**config.mk**
```make
export PLATFORM = sky130hd
export DESIGN_NAME = hsv_to_rgb_converter
export DESIGN_NICKNAME = d
export VERILOG_FILES = /design/src/hw/rtl/hsv2rgb_pkg.sv /design/src/hw/rtl/hsv_to_rgb_converter.sv
export VERILOG_INCLUDE_DIRS = /design/src /design/src/hw/rtl
export SDC_FILE = /design/constraint.sdc
export NUM_CORES = 1
export LEC_CHECK = 0
export ABC_CLOCK_PERIOD_IN_PS = 8500
export BUFFER_PORTS_ARGS = -buffer_cell sky130_fd_sc_hd__buf_2
export CAP_MARGIN = 20
export CELL_PAD_IN_SITES_DETAIL_PLACEMENT = 0
export CELL_PAD_IN_SITES_GLOBAL_PLACEMENT = 2
export CORE_MARGIN = 10
export CORE_UTILIZATION = 46
export CTS_BUF_LIST = sky130_fd_sc_hd__clkbuf_4
export CTS_CLUSTER_DIAMETER = 120
export CTS_CLUSTER_SIZE = 8
export DETAILED_ROUTE_END_ITERATION = 16
export PLACE_DENSITY_LB_ADDON = 0.1
export SLEW_MARGIN = 15
export SYNTH_ARGS = -nofsm -noshare
export SYNTH_HDL_FRONTEND = slang
export SYNTH_SLANG_ARGS = --single-unit
```
**constraint.sdc**
```tcl
create_clock -name clk -period 8.5 [get_ports clk]
set_input_delay 2.55 -clock clk [delete_from_list [all_inputs] [get_ports clk]]
set_output_delay 2.55 -clock clk [all_outputs]
set_load 0.01 [all_outputs]
```
**src/hw/rtl/hsv_to_rgb_converter_macros.svh**
```systemverilog
// ----------------------------------------------------------------------------
// HSV to RGB converter assertion macros
// Shared concurrent assertion wrappers, clocked on clk, off during reset.
// ----------------------------------------------------------------------------
`ifndef HSV_TO_RGB_CONVERTER_MACROS_SVH
`define HSV_TO_RGB_CONVERTER_MACROS_SVH

// Property that must hold at every edge outside reset.
`define H2R_ASSERT_ALWAYS(label, prop, msg) \
  label: assert property (@(posedge clk) disable iff (!rst_n) (prop)) else $error(msg);

// Implication: antecedent at this edge implies consequent as written.
`define H2R_ASSERT_IMPL(label, ante, cons, msg) \
  label: assert property (@(posedge clk) disable iff (!rst_n) (ante) |-> (cons)) \
    else $error(msg);

`endif

```
**src/hw/rtl/hsv2rgb_pkg.sv**
```systemverilog
// ----------------------------------------------------------------------------
// HSV to RGB converter package
// Field widths, sector codes and the exact divide-by-255 helper.
// ----------------------------------------------------------------------------
package hsv2rgb_pkg;

  localparam int unsigned HueW  = 16;
  localparam int unsigned ChanW = 8;
  localparam int unsigned WW    = HueW + 1;        // blend weight, 0..65536
  localparam int unsigned ProdW = 2 * ChanW + WW;  // B*S*w
  localparam int unsigned PipeDepth = 4;

  // Six hue sectors, named by the primary/secondary pair they span.
  typedef enum logic [2:0] {
    SEC_R_Y = 3'd0,
    SEC_Y_G = 3'd1,
    SEC_G_C = 3'd2,
    SEC_C_B = 3'd3,
    SEC_B_M = 3'd4,
    SEC_M_R = 3'd5
  } sector_t;

  // floor(x/255), exact for x <= 255*255.
  function automatic logic [ChanW-1:0] div255(input logic [2*ChanW-1:0] x);
    logic [2*ChanW:0] s;
    s = {1'b0, x} + 17'd1 + {9'd0, x[2*ChanW-1:ChanW]};
    return s[2*ChanW-1:ChanW];
  endfunction

endpackage

```
**src/hw/rtl/hsv_to_rgb_converter.sv**
```systemverilog
// ----------------------------------------------------------------------------
// HSV to RGB converter
// Six-sector hue/saturation/value to 8-bit RGB, exact fixed point, pipelined.
// ----------------------------------------------------------------------------
// Usage:
//   Input channel: drive in_hue, in_saturation, in_brightness and raise start
//   for one cycle per request. busy is tied low, so a request is taken at
//   every edge where start is high: one request per clock, back to back.
//   Result channel: out_valid pulses for one cycle with out_red, out_green,
//   out_blue. The receiver cannot stall; it must sample on that cycle.
//   Throughput: 1 request per cycle. A request passes through the four
//   register stages below (sector/weight and 8x8 products, the 16x17 blend
//   multiply, the offset add, divide-by-255 and channel routing).
//   Reset (rst_n low, synchronous) clears the stage valid bits; requests in
//   flight are dropped and no result appears until a new request arrives.
//   Math: with c = B*S, m = B*(255-S) and weight w in [0, 65536]:
//     max channel = B, min channel = floor(m/255),
//     mid channel = floor((m + (B*S*w >> 16)) / 255).
// ----------------------------------------------------------------------------
`include "hsv_to_rgb_converter_macros.svh"

module hsv_to_rgb_converter
  import hsv2rgb_pkg::*;
(
  input  logic             clk,
  input  logic             rst_n,
  input  logic             start,
  output logic             busy,
  input  logic [HueW-1:0]  in_hue,
  input  logic [ChanW-1:0] in_saturation,
  input  logic [ChanW-1:0] in_brightness,
  output logic             out_valid,
  output logic [ChanW-1:0] out_red,
  output logic [ChanW-1:0] out_green,
  output logic [ChanW-1:0] out_blue
);

  // Pipeline never stalls, so it always takes a new request.
  assign busy = 1'b0;

  // --------------------------------------------------------------------------
  // Stage 1: sector, blend weight, chroma and offset products
  // --------------------------------------------------------------------------
  logic [HueW+2:0]    six;
  logic [WW-1:0]      t_frac;
  logic [WW-1:0]      w_nxt;
  logic [ChanW-1:0]   sat_inv;
  logic [2*ChanW-1:0] bs_nxt;
  logic [2*ChanW-1:0] bns_nxt;

  always_comb begin
    six    = 19'(in_hue) * 19'd6;
    t_frac = six[WW-1:0];
    // triangle wave: rising in even sectors, falling in odd ones
    if (t_frac[WW-1]) begin
      w_nxt = 17'(18'h20000 - 18'(t_frac));
    end else begin
      w_nxt = t_frac;
    end
    sat_inv = ~in_saturation;  // 255 - S
    bs_nxt  = (2*ChanW)'(in_brightness) * (2*ChanW)'(in_saturation);
    bns_nxt = (2*ChanW)'(in_brightness) * (2*ChanW)'(sat_inv);
  end

  logic               v1_r;
  sector_t            sec1_r;
  logic [WW-1:0]      w1_r;
  logic [2*ChanW-1:0] bs1_r;
  logic [2*ChanW-1:0] bns1_r;
  logic [ChanW-1:0]   bri1_r;

  always_ff @(posedge clk) begin
    if (!rst_n) begin
      v1_r <= 1'b0;
    end else begin
      v1_r <= start & ~busy;
    end
  end

  always_ff @(posedge clk) begin
    sec1_r <= sector_t'(six[HueW+2:HueW]);
    w1_r   <= w_nxt;
    bs1_r  <= bs_nxt;
    bns1_r <= bns_nxt;
    bri1_r <= in_brightness;
  end

  // --------------------------------------------------------------------------
  // Stage 2: blend multiply B*S*w
  // --------------------------------------------------------------------------
  logic               v2_r;
  sector_t            sec2_r;
  logic [ProdW-1:0]   prod2_r;
  logic [2*ChanW-1:0] bns2_r;
  logic [ChanW-1:0]   bri2_r;

  always_ff @(posedge clk) begin
    if (!rst_n) begin
      v2_r <= 1'b0;
    end else begin
      v2_r <= v1_r;
    end
  end

  always_ff @(posedge clk) begin
    sec2_r  <= sec1_r;
    prod2_r <= ProdW'(bs1_r) * ProdW'(w1_r);
    bns2_r  <= bns1_r;
    bri2_r  <= bri1_r;
  end

  // --------------------------------------------------------------------------
  // Stage 3: mid-channel numerator; low 16 bits of m*65536 are zero
  // --------------------------------------------------------------------------
  logic [2*ChanW:0]   xq_sum;
  logic               v3_r;
  sector_t            sec3_r;
  logic [2*ChanW-1:0] xq3_r;
  logic [2*ChanW-1:0] zq3_r;
  logic [ChanW-1:0]   bri3_r;

  assign xq_sum = {1'b0, bns2_r} + prod2_r[ProdW-1:HueW];

  always_ff @(posedge clk) begin
    if (!rst_n) begin
      v3_r <= 1'b0;
    end else begin
      v3_r <= v2_r;
    end
  end

  always_ff @(posedge clk) begin
    sec3_r <= sec2_r;
    xq3_r  <= xq_sum[2*ChanW-1:0];  // bounded by 255*255
    zq3_r  <= bns2_r;
    bri3_r <= bri2_r;
  end

  // --------------------------------------------------------------------------
  // Stage 4: divide by 255, route max/mid/min onto channels
  // --------------------------------------------------------------------------
  logic [ChanW-1:0] x8;
  logic [ChanW-1:0] z8;
  logic [ChanW-1:0] red_nxt;
  logic [ChanW-1:0] green_nxt;
  logic [ChanW-1:0] blue_nxt;

  always_comb begin
    x8 = div255(xq3_r);
    z8 = div255(zq3_r);
    unique case (sec3_r)
      SEC_R_Y: begin red_nxt = bri3_r; green_nxt = x8;     blue_nxt = z8;     end
      SEC_Y_G: begin red_nxt = x8;     green_nxt = bri3_r; blue_nxt = z8;     end
      SEC_G_C: begin red_nxt = z8;     green_nxt = bri3_r; blue_nxt = x8;     end
      SEC_C_B: begin red_nxt = z8;     green_nxt = x8;     blue_nxt = bri3_r; end
      SEC_B_M: begin red_nxt = x8;     green_nxt = z8;     blue_nxt = bri3_r; end
      default: begin red_nxt = bri3_r; green_nxt = z8;     blue_nxt = x8;     end
    endcase
  end

  logic             out_valid_r;
  logic [ChanW-1:0] red_r;
  logic [ChanW-1:0] green_r;
  logic [ChanW-1:0] blue_r;

  always_ff @(posedge clk) begin
    if (!rst_n) begin
      out_valid_r <= 1'b0;
    end else begin
      out_valid_r <= v3_r;
    end
  end

  always_ff @(posedge clk) begin
    red_r   <= red_nxt;
    green_r <= green_nxt;
    blue_r  <= blue_nxt;
  end

  assign out_valid = out_valid_r;
  assign out_red   = red_r;
  assign out_green = green_r;
  assign out_blue  = blue_r;

  // --------------------------------------------------------------------------
  // Assertions
  // --------------------------------------------------------------------------
  // largest channel of the result now on the ports
  logic [ChanW-1:0] rg_max;
  logic [ChanW-1:0] max_ch;

  assign rg_max = (out_red > out_green) ? out_red : out_green;
  assign max_ch = (rg_max > out_blue) ? rg_max : out_blue;

  `H2R_ASSERT_IMPL(a_latency, start, ##PipeDepth out_valid, "request produced no result")
  `H2R_ASSERT_IMPL(a_no_stray, out_valid, $past(start, PipeDepth), "result without request")
  `H2R_ASSERT_IMPL(a_max, out_valid, max_ch == $past(in_brightness, PipeDepth), "max != value")
  `H2R_ASSERT_ALWAYS(a_valid_known, !$isunknown(out_valid), "out_valid unknown")

endmodule
```
==> impl_metrics.tcl <==
set metrics [dict create \
    post_synth.cell_area_avg_um2 9.44 \
    grt_use_total 0.178 \
    buffer_ports.inserted 59 \
    drt-vias-per-instance 5.02 \
    stdcell_count 2503 \
    detailroute.via_count 12573 \
    post_synth_num_cell_types 71 \
    routabilityCongestion 0.818 \
    routed_wirelength_mm 40.9 \
    grt_first_pass_wirelength_mm 68.2 \
    dpl_worst_slack_ns 1.65 \
    ioPinCount 61 \
    hpwl_mm 32.8 \
    maxSlewViolCount 0 \
    timing.critical_path.slowest_cell_delay_ns 0.88 \
    first_global_vias 13186 \
    rr_worst_depth 21 \
    floorplan_die_area_mm2 0.0481 \
    max_cap_violations 0 \
    nNetsFinal 2488 \
    run_status "finished, final reports clean" \
    clkLatencyLatePin_ns 0.63 \
    synthesis.yosys.warnings 0 \
    hold_start "bns1_r[6]$_DFF_P_" \
    syn-instance-count 1935 \
    critPathTopFamily "adder cells" \
    synthMostInstantiatedCell "inv_1" \
    finClkSkew_ns 0.0427 \
    die_height_um 219 \
    yosys.area.top_type "fa_1" \
    timing.final.setup_violations 0 \
    placedCellCount 2470 \
    yosysSeqAreaShare 0.190 \
    number_of_synthesized_flops_with_an_enable_pin 0 \
    grt_overflow 0 \
    core_mm2 0.0390 \
    cts.htree.levels 4 \
    async_sr_flop_fraction 0 \
    ys_top_cells_by_count "347 x inv_1, 266 x fa_1, 216 x ha_1" \
    timing.final.hold_violations 0 \
    max_slew_margin 0.389 \
    slowest_stage "dfxtp_1" \
    clockBufferDepth 2 \
    synth_fp_nets 2452 \
    minimum_clock_period_after_layout_ns 6.74 \
    initialDrtViolationCount 556 \
    postRouteAntennaNets 0 \
    fraction_of_final_layout_cells_with_drive_strength_greater_than_1 0.0610 \
    r2r_start "w1_r[8]$_DFF_P_" \
    ys.flop_type "dfxtp_1" \
    start_util 0.468 \
    worstSetupPathType "reg2reg" \
    mappedNetlistArea_mm2 0.0183 \
    chipWidth_um 219 \
    fp-row-count 72 \
    worstPathMaxFanout 16 \
    cts_tree "done" \
    clock.fmax_mhz 148 \
    cp_data_required_time_ns 9.02 \
    reg2reg_to "prod2_r[29]$_DFF_P_" \
    critical_path.most_common_cell "fa_1" \
    worst_hold_path_depth 0 \
    holdCritPathClass "reg2reg" \
    worst_margin_slew_ns 0.910 \
    cp.arrival_ns 7.26 \
    area_growth_pct 6.32 \
    ctsRootBufferMaster "clkbuf_4" \
    start_kind "flop" \
    hold_ep "bns2_r[6]$_DFF_P_" \
    critPathBufInv 5 \
    clk_pin_slew_worst_paths_ns 0.20 \
    timing.final.ws_setup_ns 1.76 \
    hold_bufs_at_cts 0 \
    synth_top_area_frac 0.291 \
    synth.top_cells.by_area "fa_1 29%, dfxtp_1 19%, ha_1 15%" \
    ys_seq_elements 173 \
    tritoncts.num_buffers 17 \
    drcViolationCount 0 \
    cp_cell_sequence "nand2_1, fa_1, inv_1, fa_1, inv_1, fa_1, inv_1, fa_1, fa_1, inv_1, fa_1, inv_1, ha_1, nand3_1, a2111oi_0, a211o_1, nor2_1, o21ai_0, o221a_2, a21oi_1, xnor2_1" \
    antenna_found_initial 1 \
    post-cts-setup-buffers 0 \
    cts_repair_resize_count 0 \
    critPathCaptureType "flop" \
    wire_per_inst_um 16.3 \
    cts_num_sinks 173 \
    drt-pass1-iter-count 4 \
    timing.reg2reg.setup_slack_ns 1.76 \
    fin_tns_setup_ns 0 \
    grt_start_max_net_pins 22 \
    layout_worst_path_cycle_share 0.793 \
    unrepaired_setup_endpoints_after_global_routing "no" \
]
[cell usage in the layout (no fill, tap or decap), types with 5 or more instances in the layout]
| cell type | count |
|---|---|
| nand2_1 | 211 |
| o211ai_1 | 7 |
| nor2_1 | 43 |
| and2_1 | 157 |
| o21a_1 | 11 |
| xor2_1 | 24 |
| and3_1 | 7 |
| xnor2_1 | 72 |
| mux2i_1 | 7 |
| or3_1 | 7 |
| nor2b_1 | 50 |
| o31ai_1 | 6 |
| nand2b_1 | 36 |
| inv_1 | 347 |
| a211oi_1 | 8 |
| a31oi_1 | 5 |
| fa_1 | 266 |
| buf_2 | 60 |
| dfxtp_1 | 173 |
| clkinv_8 | 5 |
| nor3_1 | 15 |
| clkbuf_4 | 17 |
| a221oi_1 | 5 |
| ha_1 | 216 |
| o21ai_0 | 37 |
| nand3_1 | 9 |
| nand4_1 | 11 |
| a21boi_0 | 6 |
| or2_2 | 6 |
| a21o_1 | 20 |
| buf_4 | 10 |
| a21oi_1 | 53 |
| o22ai_1 | 5 |
| o21bai_1 | 6 |
| a2111oi_0 | 6 |
[routing by layer]
layer,vias to the layer above,part of all wire,track usage
met5,-,0,0
met4,0,0.015,0.0427
met3,32,0.026,0.0230
met2,146,0.47,0.295
met1,6244,0.49,0.242
li1,6151,-,-
[sequential cells by signal, summed over array words and instances (netlist names), 16 cells and up]
signal,count
bns1_r,16
bns2_r,16
bs1_r,16
prod2_r,16
w1_r,16
xq3_r,16
zq3_r,16
[logic make-up after synthesis]
group / Yosys count / synth area share
flip-flops: 173 / 0.190
other: 1 / 0.000205
multiplexers: 8 / 0.00445
AND/OR/NAND/NOR: 560 / 0.156
AO/OA/AOI/OAI: 213 / 0.0803
XOR/XNOR: 97 / 0.0475
buffers and inverters: 401 / 0.0827
adder cells (fa/ha/maj): 482 / 0.439
[final cells by class]
type / count / area (um^2)
fillers: 3734 / 19600
multi-input cells: 1361 / 13300
repair buffers: 70 / 375
flip-flops and latches: 173 / 3460
diodes: 1 / 2.50
clock inverters: 15 / 206
well taps: 518 / 648
inverters: 348 / 1310
clock buffers: 17 / 128
[stage by stage]
stage,hold WS (ns),util,cell area (um^2)
after floorplan,0.310,-,18300
after global placement,0.310,0.489,19100
after detailed placement,0.312,0.489,19100
after CTS,0.318,0.498,19400
after global routing,0.326,0.498,19400
final,0.316,0.498,19400
[worst max path at each step]
stage	cells after the start	start	slack, ns	end
5_1_grt	21	w1_r[7]$_DFF_P_	1.33	prod2_r[29]$_DFF_P_
3_5_place_dp	16	in_brightness[5]	1.65	bs1_r[15]$_DFF_P_
2_1_floorplan	16	in_brightness[5]	2.02	bs1_r[15]$_DFF_P_
4_1_cts	19	w1_r[14]$_DFF_P_	1.78	prod2_r[29]$_DFF_P_
3_3_place_gp	16	in_brightness[5]	1.66	bs1_r[15]$_DFF_P_
6_report	21	w1_r[8]$_DFF_P_	1.76	prod2_r[29]$_DFF_P_
Power is left out: the tool's default activity adds up to more than one toggle a clock period on the data nets, which glitch-free logic cannot reach.
